File: config.mk
export PLATFORM = sky130hd
export DESIGN_NAME = aligned_ring_allocator_flat
export DESIGN_NICKNAME = d
export VERILOG_FILES = /design/src/design/arl_pkg.sv /design/src/design/arl_if.sv /design/src/design/arl_cfg.sv /design/src/design/arl_step.sv /design/src/design/aligned_ring_allocator.sv /design/src/flat_wrapper.sv
export SDC_FILE = /design/constraint.sdc
export NUM_CORES = 1
export LEC_CHECK = 0
export ABC_AREA = 1
export BUFFER_PORTS_ARGS = -buffer_cell sky130_fd_sc_hd__clkbuf_2
export CAP_MARGIN = 15
export CORE_AREA = 4 4 273 195
export DETAILED_ROUTE_END_ITERATION = 12
export DIE_AREA = 0 0 277 199
export GPL_ROUTABILITY_DRIVEN = 0
export GPL_TIMING_DRIVEN = 0
export SETUP_SLACK_MARGIN = 0.05
export SYNTH_ARGS = -nofsm -noshare
export SYNTH_HDL_FRONTEND = slang
export SYNTH_SLANG_ARGS = --single-unit
File: constraint.sdc
create_clock -name clk_i -period 10.3 [get_ports clk_i]
set_input_delay 1.545 -clock clk_i [delete_from_list [all_inputs] [get_ports clk_i]]
set_output_delay 1.545 -clock clk_i [all_outputs]
set_load 0.02 [all_outputs]
File: src/design/arl_pkg.sv
// package: widths, register indexes, payload types and helpers for the ring allocator
`timescale 1ns / 1ps

package arl_pkg;

  // address space of the managed region
  localparam int unsigned ADDR_BITS  = 24;
  localparam int unsigned FIELD_BITS = ADDR_BITS + 1;
  localparam int unsigned SHIFT_BITS = 4;
  localparam logic [SHIFT_BITS-1:0] MAX_ALIGN_SHIFT = SHIFT_BITS'(8);
  localparam logic [SHIFT_BITS-1:0] RESET_ALIGN_SHIFT = SHIFT_BITS'(8);
  localparam logic [FIELD_BITS-1:0] FIELD_MAX = {FIELD_BITS{1'b1}};

  // configuration register indexes
  typedef enum logic [0:0] {
    CfgRegionSize = 1'b0,
    CfgAlignShift = 1'b1
  } cfg_idx_e;

  // request modes
  typedef enum logic [0:0] {
    ModeAlloc = 1'b0,
    ModeFree  = 1'b1
  } mode_e;

  typedef struct packed {
    logic [FIELD_BITS-1:0] region_size;
    logic [SHIFT_BITS-1:0] align_shift;
  } cfg_t;

  typedef struct packed {
    logic [FIELD_BITS-1:0] free_offset;
    logic [FIELD_BITS-1:0] used_bytes;
  } state_t;

  typedef struct packed {
    logic                  mode;
    logic [FIELD_BITS-1:0] size;
    logic [FIELD_BITS-1:0] mark;
  } req_t;

  typedef struct packed {
    logic [FIELD_BITS-1:0] alloc_offset;
    logic                  overflow;
    logic [FIELD_BITS-1:0] free_offset_now;
    logic [FIELD_BITS-1:0] used_now;
  } rsp_t;

  // clamp a sum that may have grown by up to two bits
  function automatic logic [FIELD_BITS-1:0] sat_field(input logic [FIELD_BITS+1:0] v);
    logic [FIELD_BITS-1:0] r;
    if (v[FIELD_BITS+1:FIELD_BITS] != 2'b00) begin
      r = FIELD_MAX;
    end else begin
      r = v[FIELD_BITS-1:0];
    end
    return r;
  endfunction

endpackage

File: src/design/arl_if.sv
// request and response channel interfaces
`timescale 1ns / 1ps

interface arl_req_if;
  import arl_pkg::*;
  logic                  valid;
  logic                  ready;
  logic                  mode;
  logic [FIELD_BITS-1:0] size;
  logic [FIELD_BITS-1:0] mark;
  modport source (output valid, output mode, output size, output mark, input ready);
  modport sink   (input valid, input mode, input size, input mark, output ready);
endinterface

interface arl_rsp_if;
  import arl_pkg::*;
  logic                  valid;
  logic                  ready;
  logic [FIELD_BITS-1:0] alloc_offset;
  logic                  overflow;
  logic [FIELD_BITS-1:0] free_offset_now;
  logic [FIELD_BITS-1:0] used_now;
  modport source (output valid, output alloc_offset, output overflow,
                  output free_offset_now, output used_now, input ready);
  modport sink   (input valid, input alloc_offset, input overflow,
                  input free_offset_now, input used_now, output ready);
endinterface

File: src/design/arl_cfg.sv
// configuration registers of the ring allocator
`timescale 1ns / 1ps

module arl_cfg
  import arl_pkg::*;
(
  input  logic                  clk_i,
  input  logic                  rst_ni,
  input  logic                  cfg_we_i,
  input  logic                  cfg_idx_i,
  input  logic [FIELD_BITS-1:0] cfg_wdata_i,
  output cfg_t                  cfg_o
);

  cfg_t cfg_q, cfg_d;

  // decode the write index
  always_comb begin
    cfg_d = cfg_q;
    if (cfg_we_i) begin
      case (cfg_idx_e'(cfg_idx_i))
        CfgRegionSize: cfg_d.region_size = cfg_wdata_i;
        CfgAlignShift: cfg_d.align_shift = cfg_wdata_i[SHIFT_BITS-1:0];
        default:       cfg_d = cfg_q;
      endcase
    end
  end

  always_ff @(posedge clk_i or negedge rst_ni) begin
    if (!rst_ni) begin
      cfg_q.region_size <= '0;
      cfg_q.align_shift <= RESET_ALIGN_SHIFT;
    end else begin
      cfg_q <= cfg_d;
    end
  end

  assign cfg_o = cfg_q;

endmodule

File: src/design/arl_step.sv
// next allocator state and response for one request
`timescale 1ns / 1ps

module arl_step
  import arl_pkg::*;
(
  input  cfg_t   cfg_i,
  input  state_t state_i,
  input  req_t   req_i,
  output state_t state_o,
  output rsp_t   rsp_o
);

  logic [SHIFT_BITS-1:0] sh;
  logic [FIELD_BITS:0]   lowmask;
  logic [FIELD_BITS:0]   aligned;
  logic [FIELD_BITS+1:0] end_sum;
  logic                  wrap;
  logic [FIELD_BITS-1:0] rest_tail;
  logic [FIELD_BITS-1:0] used_w;
  logic [FIELD_BITS-1:0] free_w;
  logic [FIELD_BITS+1:0] fit_sum;
  logic                  ovf;
  logic [FIELD_BITS-1:0] rest_mark;

  // alignment round-up, shift clamped to the largest supported alignment
  assign sh      = (cfg_i.align_shift > MAX_ALIGN_SHIFT) ? MAX_ALIGN_SHIFT
                                                         : cfg_i.align_shift;
  assign lowmask = ((FIELD_BITS+1)'(1) << sh) - (FIELD_BITS+1)'(1);
  assign aligned = ({1'b0, req_i.size} + lowmask) & ~lowmask;

  // wrap when the block does not fit before the region end
  assign end_sum   = {2'b00, state_i.free_offset} + {1'b0, aligned};
  assign wrap      = end_sum > {2'b00, cfg_i.region_size};
  assign rest_tail = (state_i.free_offset < cfg_i.region_size)
                   ? cfg_i.region_size - state_i.free_offset : '0;
  assign used_w    = wrap ? sat_field({2'b00, state_i.used_bytes} + {2'b00, rest_tail})
                          : state_i.used_bytes;
  assign free_w    = wrap ? '0 : state_i.free_offset;

  // capacity check after the wrap
  assign fit_sum = {2'b00, used_w} + {1'b0, aligned};
  assign ovf     = fit_sum > {2'b00, cfg_i.region_size};

  // tail of the region past the mark on a wrapped free
  assign rest_mark = (req_i.mark < cfg_i.region_size)
                   ? cfg_i.region_size - req_i.mark : '0;

  always_comb begin
    state_o = state_i;
    rsp_o   = '0;
    if (mode_e'(req_i.mode) == ModeAlloc) begin
      if (ovf) begin
        state_o.free_offset = free_w;
        state_o.used_bytes  = used_w;
        rsp_o.overflow      = 1'b1;
      end else begin
        state_o.free_offset = sat_field({2'b00, free_w} + {1'b0, aligned});
        state_o.used_bytes  = sat_field(fit_sum);
        rsp_o.alloc_offset  = free_w;
      end
    end else begin
      if (req_i.mark <= state_i.free_offset) begin
        state_o.used_bytes = state_i.free_offset - req_i.mark;
      end else begin
        state_o.used_bytes = sat_field({2'b00, rest_mark} + {2'b00, state_i.free_offset});
      end
    end
    rsp_o.free_offset_now = state_o.free_offset;
    rsp_o.used_now        = state_o.used_bytes;
  end

endmodule

File: src/design/aligned_ring_allocator.sv
// top level of the aligned ring-buffer space allocator
`timescale 1ns / 1ps

// Ring-buffer space allocator over a region set by the region_size register.
// Requests arrive on req_i (valid/ready): mode 0 allocates size bytes rounded
// up to 2^align_shift (shift clamped to 8), mode 1 frees everything before
// mark. Each request gives exactly one response on rsp_o with the granted
// offset, an overflow flag and the free offset and used count after the request.
// A request is captured in an input register; the allocation logic works on it
// against the state registers, and the response is loaded into the output
// register while the state updates. Throughput is one request per cycle while
// the receiver takes each response: the state update is a combinational
// add/compare loop on the free offset and used count registers.
// When the receiver stalls, the response holds in the output register, one
// more request waits in the input register, and then req_i.ready drops.
// Configuration is written through cfg_we_i/cfg_idx_i/cfg_wdata_i, by the user
// only while idle (not enforced by the block). Reset empties both registers,
// clears free offset and used count, sets region_size to 0 and align_shift to 8.

module aligned_ring_allocator
  import arl_pkg::*;
(
  input  logic                  clk_i,
  input  logic                  rst_ni,
  input  logic                  cfg_we_i,
  input  logic                  cfg_idx_i,
  input  logic [FIELD_BITS-1:0] cfg_wdata_i,
  arl_req_if.sink               req_i,
  arl_rsp_if.source             rsp_o
);

  cfg_t   cfg;
  state_t state_q, state_nxt;
  req_t   req_q, req_d;
  rsp_t   rsp_q, rsp_nxt;
  logic   req_valid_q, req_valid_d;
  logic   rsp_valid_q, rsp_valid_d;
  logic   advance;
  logic   take;

  arl_cfg u_cfg (
    .clk_i       (clk_i),
    .rst_ni      (rst_ni),
    .cfg_we_i    (cfg_we_i),
    .cfg_idx_i   (cfg_idx_i),
    .cfg_wdata_i (cfg_wdata_i),
    .cfg_o       (cfg)
  );

  arl_step u_step (
    .cfg_i   (cfg),
    .state_i (state_q),
    .req_i   (req_q),
    .state_o (state_nxt),
    .rsp_o   (rsp_nxt)
  );

  // pipeline handshake
  assign advance     = req_valid_q && (!rsp_valid_q || rsp_o.ready);
  assign req_i.ready = !req_valid_q || advance;
  assign take        = req_i.valid && req_i.ready;
  assign req_valid_d = take ? 1'b1 : (advance ? 1'b0 : req_valid_q);
  assign rsp_valid_d = advance ? 1'b1 : ((rsp_valid_q && rsp_o.ready) ? 1'b0 : rsp_valid_q);

  assign req_d.mode = req_i.mode;
  assign req_d.size = req_i.size;
  assign req_d.mark = req_i.mark;

  // control and state registers
  always_ff @(posedge clk_i or negedge rst_ni) begin
    if (!rst_ni) begin
      req_valid_q <= 1'b0;
      rsp_valid_q <= 1'b0;
      state_q     <= '0;
    end else begin
      req_valid_q <= req_valid_d;
      rsp_valid_q <= rsp_valid_d;
      if (advance) begin
        state_q <= state_nxt;
      end
    end
  end

  // payload registers
  always_ff @(posedge clk_i) begin
    if (take) begin
      req_q <= req_d;
    end
    if (advance) begin
      rsp_q <= rsp_nxt;
    end
  end

  assign rsp_o.valid           = rsp_valid_q;
  assign rsp_o.alloc_offset    = rsp_q.alloc_offset;
  assign rsp_o.overflow        = rsp_q.overflow;
  assign rsp_o.free_offset_now = rsp_q.free_offset_now;
  assign rsp_o.used_now        = rsp_q.used_now;

endmodule
File: src/flat_wrapper.sv
// flat-port wrapper written by rule: the top's interface ports become plain ports
module aligned_ring_allocator_flat import arl_pkg::*;
  (clk_i, rst_ni, cfg_we_i, cfg_idx_i, cfg_wdata_i, req_i_valid, req_i_mode, req_i_size, req_i_mark, req_i_ready, rsp_o_valid, rsp_o_alloc_offset, rsp_o_overflow, rsp_o_free_offset_now, rsp_o_used_now, rsp_o_ready);
  arl_req_if req_i_i ();
  arl_rsp_if rsp_o_i ();
  input  logic clk_i;
  input  logic rst_ni;
  input  logic cfg_we_i;
  input  logic cfg_idx_i;
  input  logic [FIELD_BITS-1:0] cfg_wdata_i;
  input wire logic [$bits(req_i_i.valid)-1:0] req_i_valid;
  input wire logic [$bits(req_i_i.mode)-1:0] req_i_mode;
  input wire logic [$bits(req_i_i.size)-1:0] req_i_size;
  input wire logic [$bits(req_i_i.mark)-1:0] req_i_mark;
  output wire logic [$bits(req_i_i.ready)-1:0] req_i_ready;
  output wire logic [$bits(rsp_o_i.valid)-1:0] rsp_o_valid;
  output wire logic [$bits(rsp_o_i.alloc_offset)-1:0] rsp_o_alloc_offset;
  output wire logic [$bits(rsp_o_i.overflow)-1:0] rsp_o_overflow;
  output wire logic [$bits(rsp_o_i.free_offset_now)-1:0] rsp_o_free_offset_now;
  output wire logic [$bits(rsp_o_i.used_now)-1:0] rsp_o_used_now;
  input wire logic [$bits(rsp_o_i.ready)-1:0] rsp_o_ready;
  assign req_i_i.valid = req_i_valid;
  assign req_i_i.mode = req_i_mode;
  assign req_i_i.size = req_i_size;
  assign req_i_i.mark = req_i_mark;
  assign req_i_ready = req_i_i.ready;
  assign rsp_o_valid = rsp_o_i.valid;
  assign rsp_o_alloc_offset = rsp_o_i.alloc_offset;
  assign rsp_o_overflow = rsp_o_i.overflow;
  assign rsp_o_free_offset_now = rsp_o_i.free_offset_now;
  assign rsp_o_used_now = rsp_o_i.used_now;
  assign rsp_o_i.ready = rsp_o_ready;
  aligned_ring_allocator u_core (.clk_i(clk_i), .rst_ni(rst_ni), .cfg_we_i(cfg_we_i), .cfg_idx_i(cfg_idx_i), .cfg_wdata_i(cfg_wdata_i), .req_i(req_i_i), .rsp_o(rsp_o_i));
endmodule
==> results of run 1 <==
worst min path at each step:
stage                            start                  to  slack [ns]  depth (start not counted)
floorplan           u_core.state_q[10]  u_core.state_q[10]        0.48                          2
global placement     u_core.state_q[0]   u_core.state_q[0]        0.50                          2
detailed placement  u_core.state_q[23]  u_core.state_q[23]        0.51                          2
CTS                  u_core.state_q[8]   u_core.state_q[8]        0.53                          2
global route        u_core.state_q[16]  u_core.state_q[16]        0.55                          2
finish               u_core.state_q[8]   u_core.state_q[8]        0.53                          2
state kept, by name, summed over array words and instances (netlist names):
name,flops
u_core.req_q,51
u_core.req_valid_q,1
u_core.rsp_o.alloc_offset,25
u_core.rsp_o.free_offset_now,25
u_core.rsp_o.overflow,1
u_core.rsp_o.used_now,25
u_core.rsp_o.valid,1
u_core.state_q,50
u_core.u_cfg.cfg_o,29
per-layer routing:
layer | GRT usage, % | share of wire [%]
met5 | 0 | 0
met4 | 7.26 | 3.1
met3 | 4.38 | 11
met2 | 40.8 | 43
met1 | 37.1 | 43
stage by stage:
stage / area, µm² / instances
global placement: 21800 / 3510
finish: 25700 / 3651
CTS: 24500 / 3621
detailed placement: 21900 / 3513
global route: 25700 / 3651
floorplan: 20100 / 2677
cells in the final DEF (no fill, tap or decap), types with 12 or more instances in the layout:
cell type,synthesis,layout
clkbuf_16,0,26
xor2_1,107,95
nand3_2,5,69
nand2_1,599,509
clkbuf_1,36,32
o21ai_1,12,16
nand3_1,138,62
xnor2_1,73,68
nor2_1,223,210
a21oi_2,1,21
edfxtp_1,127,127
o211ai_1,26,26
ha_1,273,250
nand2_2,17,63
o21ai_0,105,92
o21bai_1,16,15
ha_4,0,23
nor3_1,57,27
inv_1,286,275
a31oi_1,15,14
nor3_4,0,13
nand2_4,2,46
clkbuf_2,0,159
buf_4,4,88
a21oi_1,293,264
conb_1,1,13
nand3_4,0,12
dfrtp_1,80,79
nor3_2,1,18
nand4_1,49,49
critical path: cells and delay by family (launching register included):
family,cells,cell delay (ns)
AND/OR/NAND/NOR,36,3.60
AO/OA/AOI/OAI,16,2.63
buffers and inverters,10,1.01
adder cells (fa/ha/maj),7,1.92
flip-flops,1,0.61
XOR/XNOR,3,0.59
cell families after synthesis:
group	count (synthesis)	share of synthesized area, %
flip-flops	208	29.1
AO/OA/AOI/OAI	524	14.5
AND/OR/NAND/NOR	1119	23.7
XOR/XNOR	180	7.85
buffers and inverters	351	6.89
adder cells (fa/ha/maj)	282	17.9
other	1	0.0187
cell type report:
type,count,area share [%]
Multi-Input combinational cell,2118,58.3
Clock buffer,28,2.35
Tap cell,674,3.28
Inverter,291,4.35
Timing Repair Buffer,259,6.66
Clock inverter,14,0.506
Buffer,59,1.81
Sequential cell,208,22.7
repair_timing:
item                       CTS  global route
setup endpoints to repair  126           126
hold buffers                 0             0
setup buffers               63            26
pin swaps                  105           116
cloned                       4             3
gates resized for setup    329           197
==> qor.csv, run 1 <==
stage,metric,value,unit
status,status,"finished, violations left",
status,failing checks,negative setup slack,
run,Max Cap Violations,0,
sta,min cycle time layout,10.68,ns
clocking,Clock Sinks,208,
finish,footprint of the multi-input gates,0.0150,mm²
setup_path,Critical Path End,u_core.rsp_o.used_now[20],
worst_hold_path,worst min path class,register to register,
setup_path,CP endpoint kind,register,
die,Starting Density,39.8,%
global_routing,number of global-route vias before repair,19400,
yosys,Post-synth EDFFs,127,
route,Pre-Repair DR Iteration Count,6,
yosys,Yosys reg bits,208,
die,Rows,69,
yosys,Synth area leader,edfxtp_1,
global_routing,gr ovfl total,0,
setup_path,Worst Path Arrival,10.97,ns
finish,register area,0.00584,mm²
yosys,Mapped Area,0.0201,mm²
setup_path,CP Launch Point,u_core.u_cfg.cfg_o[3],
setup_path,most frequent cell on the critical path,nand2_1,
finish,number of diodes,0,
finish,share of layout cells above drive strength 1,23.0,%
sta,Worst-Margin Slew,1.10,ns
finish,Area Overhead vs Synth,28.1,%
yosys,Area contributors post-synth,"edfxtp_1 (19%), ha_1 (17%), nand2_1 (11%), dfrtp_1 (10%), a21oi_1 (7.3%)",
placement,hpwl dp,59.8,mm
yosys,"Avg Cell Area, Syn",7.54,µm²
setup_path,CP max FO,10,
sta,Max Slew Vio Count,0,
finish,final core utilization,51.0,%
clocking,Worst-Skew Late Latency,0.58,ns
yosys,"Primary FF master, synth",edfxtp_1,
sta,final worst slack,-0.382,ns
sta,Worst Skew,0.0167,ns
setup_path,reg2reg end,u_core.rsp_o.used_now[20],
placement,dpl ws,-3.09,ns
route,Via density,5.61,
route,wire per inst,20.6,µm
clocking,Root Driver,clkbuf_16,
clocking,CTS tree,done,
sta,period utilization,104,%
sta,relative slew slack,26.6,%
sta,Final Hold Viols,0,
die,Die Wd,277,µm
route,Remaining DRCs,0,
yosys,Synth top area share,19.0,%
sta,final hold slack,0.526,ns
setup_path,WP data required,10.58,ns
global_routing,largest net degree at the start of global routing,57,
clocking,CTS H-tree depth,1,
yosys,synth unique cells,59,
setup_path,Reg2Reg Setup Slack,-0.38,ns
sta,TNS Setup,-38.21,ns
setup_path,R2R cell count,72,
global_routing,initial antenna violation count,0,
die,core area,0.0504,mm²
setup_path,reg2reg start,u_core.u_cfg.cfg_o[3],
yosys,synth warn,0,
sta,Finish-stage setup viols,126,
finish,nets,3324,
global_routing,first-pass GRT wire length,110,mm
yosys,synth cell count leaders,"nand2_1 (599), a21oi_1 (293), inv_1 (286)",
yosys,"Async S/R FF share, synth",38.9,%
sta,f_max,93.6,MHz
setup_path,Setup crit start kind,register,
yosys,"count leader, synth",nand2_1,
yosys,Syn Inst Count,2665,
placement,# port buffers,159,
setup_path,Crit Path Class,register to register,
route,routed vias,20500,
route,First DRT Iteration DRCs,2156,
die,I/O Pins,160,
die,full die area,0.0551,mm²
global_routing,Total GRT Usage,26.0,%
route,WL final,75.3,mm
finish,fillcell total,4718,
clocking,clk slew on worst S/H paths,0.07,ns
clocking,clk buf depth,3,
yosys,post-synthesis sequential area ratio,29.1,%
setup_path,Crit-path slowest cell,dfstp_2,
setup_path,"slowest stage delay, CP",0.61,ns
route,Antenna Nets Post-Route,0,
sta,RSZ-0062 raised after global routing,yes,
die,Die H,199,µm
clocking,total CTS buffers,23,
Power of run 1 is not shown: default switching activity piles up to over one toggle a cycle in this logic, so the estimate is an artifact.
==> run 2, diff against run 1 <==
--- a/config.mk
+++ b/config.mk
@@ -6,11 +6,11 @@
 export NUM_CORES = 1
 export LEC_CHECK = 0
 export ABC_AREA = 1
-export BUFFER_PORTS_ARGS = -buffer_cell sky130_fd_sc_hd__clkbuf_2
 export CAP_MARGIN = 15
 export CORE_AREA = 4 4 273 195
 export DETAILED_ROUTE_END_ITERATION = 12
 export DIE_AREA = 0 0 277 199
+export DONT_BUFFER_PORTS = 1
 export GPL_ROUTABILITY_DRIVEN = 0
 export GPL_TIMING_DRIVEN = 0
 export SETUP_SLACK_MARGIN = 0.05
==> run 2 against run 1 <==
The flow still finishes with violations (negative setup slack). Critical path depth decreased by 6. Sequential share of layout area rose by 0.11 points. Global-route usage up 0.27 points. Final cell count fell by 3.9%. Die area is the same. Setup slack lost 0.12 ns. Final area decreased by 0.49%. Routed wire length increased by 2.4%. Via count decreased by 1.5%. Register-to-register slack worse by 0.12 ns. Critical path type unchanged. Critical endpoint is now u_core.rsp_o.free_offset_now[16].
==> qor.csv, run 2 (synthesis results as in run 1) <==
stage,metric,value,unit,change
status,status,"finished, violations left",,unchanged
status,failing checks,negative setup slack,,unchanged
global_routing,initial antenna violation count,3,,was 0
setup_path,Setup crit start kind,register,,unchanged
setup_path,Worst Path Arrival,11.13,ns,was 10.97 ns
placement,# port buffers,0,,was 159
clocking,clk buf depth,3,,unchanged
die,full die area,0.0551,mm²,unchanged
clocking,CTS tree,done,,unchanged
sta,Worst Skew,0.0236,ns,was 0.0167 ns
worst_hold_path,worst min path class,register to register,,unchanged
route,First DRT Iteration DRCs,2373,,was 2156
finish,share of layout cells above drive strength 1,20.1,%,was 23.0%
sta,RSZ-0062 raised after global routing,yes,,unchanged
setup_path,most frequent cell on the critical path,buf_4,,was nand2_1
sta,Finish-stage setup viols,126,,unchanged
clocking,Post-CTS Hold Buffers,0,,unchanged
sta,relative slew slack,33.9,%,was 26.6%
finish,Area Overhead vs Synth,27.5,%,was 28.1%
die,I/O Pins,160,,unchanged
setup_path,WP data required,10.63,ns,was 10.58 ns
setup_path,Crit-path slowest cell,dfstp_2,,unchanged
setup_path,"slowest stage delay, CP",0.60,ns,was 0.61 ns
setup_path,Crit Path Class,register to register,,unchanged
route,Pre-Repair DR Iteration Count,8,,was 6
setup_path,CP top delay family,compound AO/OA/AOI/OAI gates,,was simple AND/OR/NAND/NOR gates
global_routing,Total GRT Usage,26.2,%,was 26.0%
setup_path,CP endpoint kind,register,,unchanged
global_routing,gr ovfl total,0,,unchanged
die,Starting Density,39.8,%,unchanged
route,routed vias,20200,,was 20500
finish,largest reg by FF count,u_core.req_q,,unchanged
route,WL final,77.1,mm,was 75.3 mm
route,Remaining DRCs,0,,unchanged
clocking,Root Driver,clkbuf_16,,unchanged
placement,hpwl dp,59.5,mm,was 59.8 mm
sta,Final Hold Viols,0,,unchanged
clocking,Clock Sinks,208,,unchanged
placement,dpl ws,-3.00,ns,was -3.09 ns
die,Rows,69,,unchanged
route,Via density,5.75,,was 5.61
finish,"commonest non-fill, non-tap cells in the layout","nand2_1 (502), inv_1 (270), a21oi_1 (262)",,"was nand2_1 (509), inv_1 (275), a21oi_1 (264)"
global_routing,first-pass GRT wire length,110,mm,about the same
sta,f_max,92.6,MHz,was 93.6 MHz
finish,nets,3180,,was 3324
clocking,total CTS buffers,24,,was 23
sta,Max Slew Vio Count,0,,unchanged
finish,Largest register FFs,51,,unchanged
clocking,clk slew on worst S/H paths,0.06,ns,was 0.07 ns
finish,number of diodes,0,,unchanged
setup_path,CP max FO,6,,was 10
finish,"commonest non-fill, non-tap cell in the layout",nand2_1,,unchanged
run,Max Cap Violations,0,,unchanged
setup_path,Reg2Reg Setup Slack,-0.50,ns,was -0.38 ns
route,wire per inst,22.0,µm,was 20.6 µm
die,core area,0.0504,mm²,unchanged
setup_path,Buf/Inv on CP,17,,was 10
finish,fillcell total,4583,,was 4718
global_routing,largest net degree at the start of global routing,82,,was 57
sta,final worst slack,-0.501,ns,was -0.382 ns
global_routing,number of global-route vias before repair,18700,,was 19400
die,Die Wd,277,µm,unchanged
sta,period utilization,105,%,was 104%
die,Die H,199,µm,unchanged
clocking,Worst-Skew Late Latency,0.59,ns,was 0.58 ns
sta,Worst-Margin Slew,0.991,ns,was 1.10 ns
sta,min cycle time layout,10.80,ns,was 10.68 ns
route,Antenna Nets Post-Route,0,,unchanged
clocking,CTS H-tree depth,1,,unchanged
==> run 2: path summary, 6_finish.rpt <==
kind                                       start                                to  cells after the start
min reg2reg                   u_core.state_q[14]                u_core.state_q[14]                      2
min                           u_core.state_q[14]                u_core.state_q[14]                      2
min in group asynchronous                 rst_ni                 u_core.state_q[2]                      0
max                        u_core.u_cfg.cfg_o[3]  u_core.rsp_o.free_offset_now[16]                     66
max in group asynchronous                 rst_ni             u_core.u_cfg.cfg_o[3]                      0
max reg2reg                u_core.u_cfg.cfg_o[3]  u_core.rsp_o.free_offset_now[16]                     66
==> run 2: area by class of cell <==
| cell class | count | area [µm²] | share of cell area, % |
|---|---|---|---|
| Inverter | 291 | 1120 | 4.37 |
| Tap cell | 674 | 843 | 3.29 |
| Sequential cell | 208 | 5840 | 22.8 |
| Clock inverter | 15 | 199 | 0.777 |
| Buffer | 56 | 434 | 1.70 |
| Multi-Input combinational cell | 2118 | 15300 | 59.8 |
| Timing Repair Buffer | 117 | 1200 | 4.71 |
| Clock buffer | 29 | 651 | 2.54 |
==> run 2: per-stage QoR <==
stage | hold slack [ns] | cell area [µm²] | utilization [%] | cells | setup TNS, ns
CTS | 0.527 | 24100 | 47.8 | 3474 | -19.14
floorplan | 0.475 | 20100 | - | 2677 | 0
finish | 0.524 | 25600 | 50.8 | 3508 | -51.92
global route | 0.545 | 25600 | 50.8 | 3508 | -102.38
detailed placement | 0.505 | 21000 | 41.7 | 3353 | -352.63
global placement | 0.503 | 21000 | 41.6 | 3351 | -331.48
==> run 2: worst reg2reg max path: cells and delay by family (launching register included) <==
| family | cells | cell delay [ns] |
|---|---|---|
| simple gates | 18 | 1.86 |
| compound gates | 20 | 3.30 |
| buf+inv | 17 | 2.20 |
| xor+xnor | 4 | 0.79 |
| fa+ha+maj | 7 | 1.84 |
| flops | 1 | 0.60 |
==> run 2: metal layers <==
layer,up-vias,track usage [%],part of all wire [%]
met3,157,6.29,12
met5,-,0,0.064
met2,1084,40.8,43
met4,4,6.79,3.5
li1,9390,-,-
met1,9543,36.9,42
==> run 2: repair_timing <==
action                     in CTS  in global routing
pin swaps                      80                139
resized for setup             321                278
setup buffers                  71                 33
setup endpoints to repair     126                126
gates cloned                    6                  5
Power of run 2 is left out for the same reason.
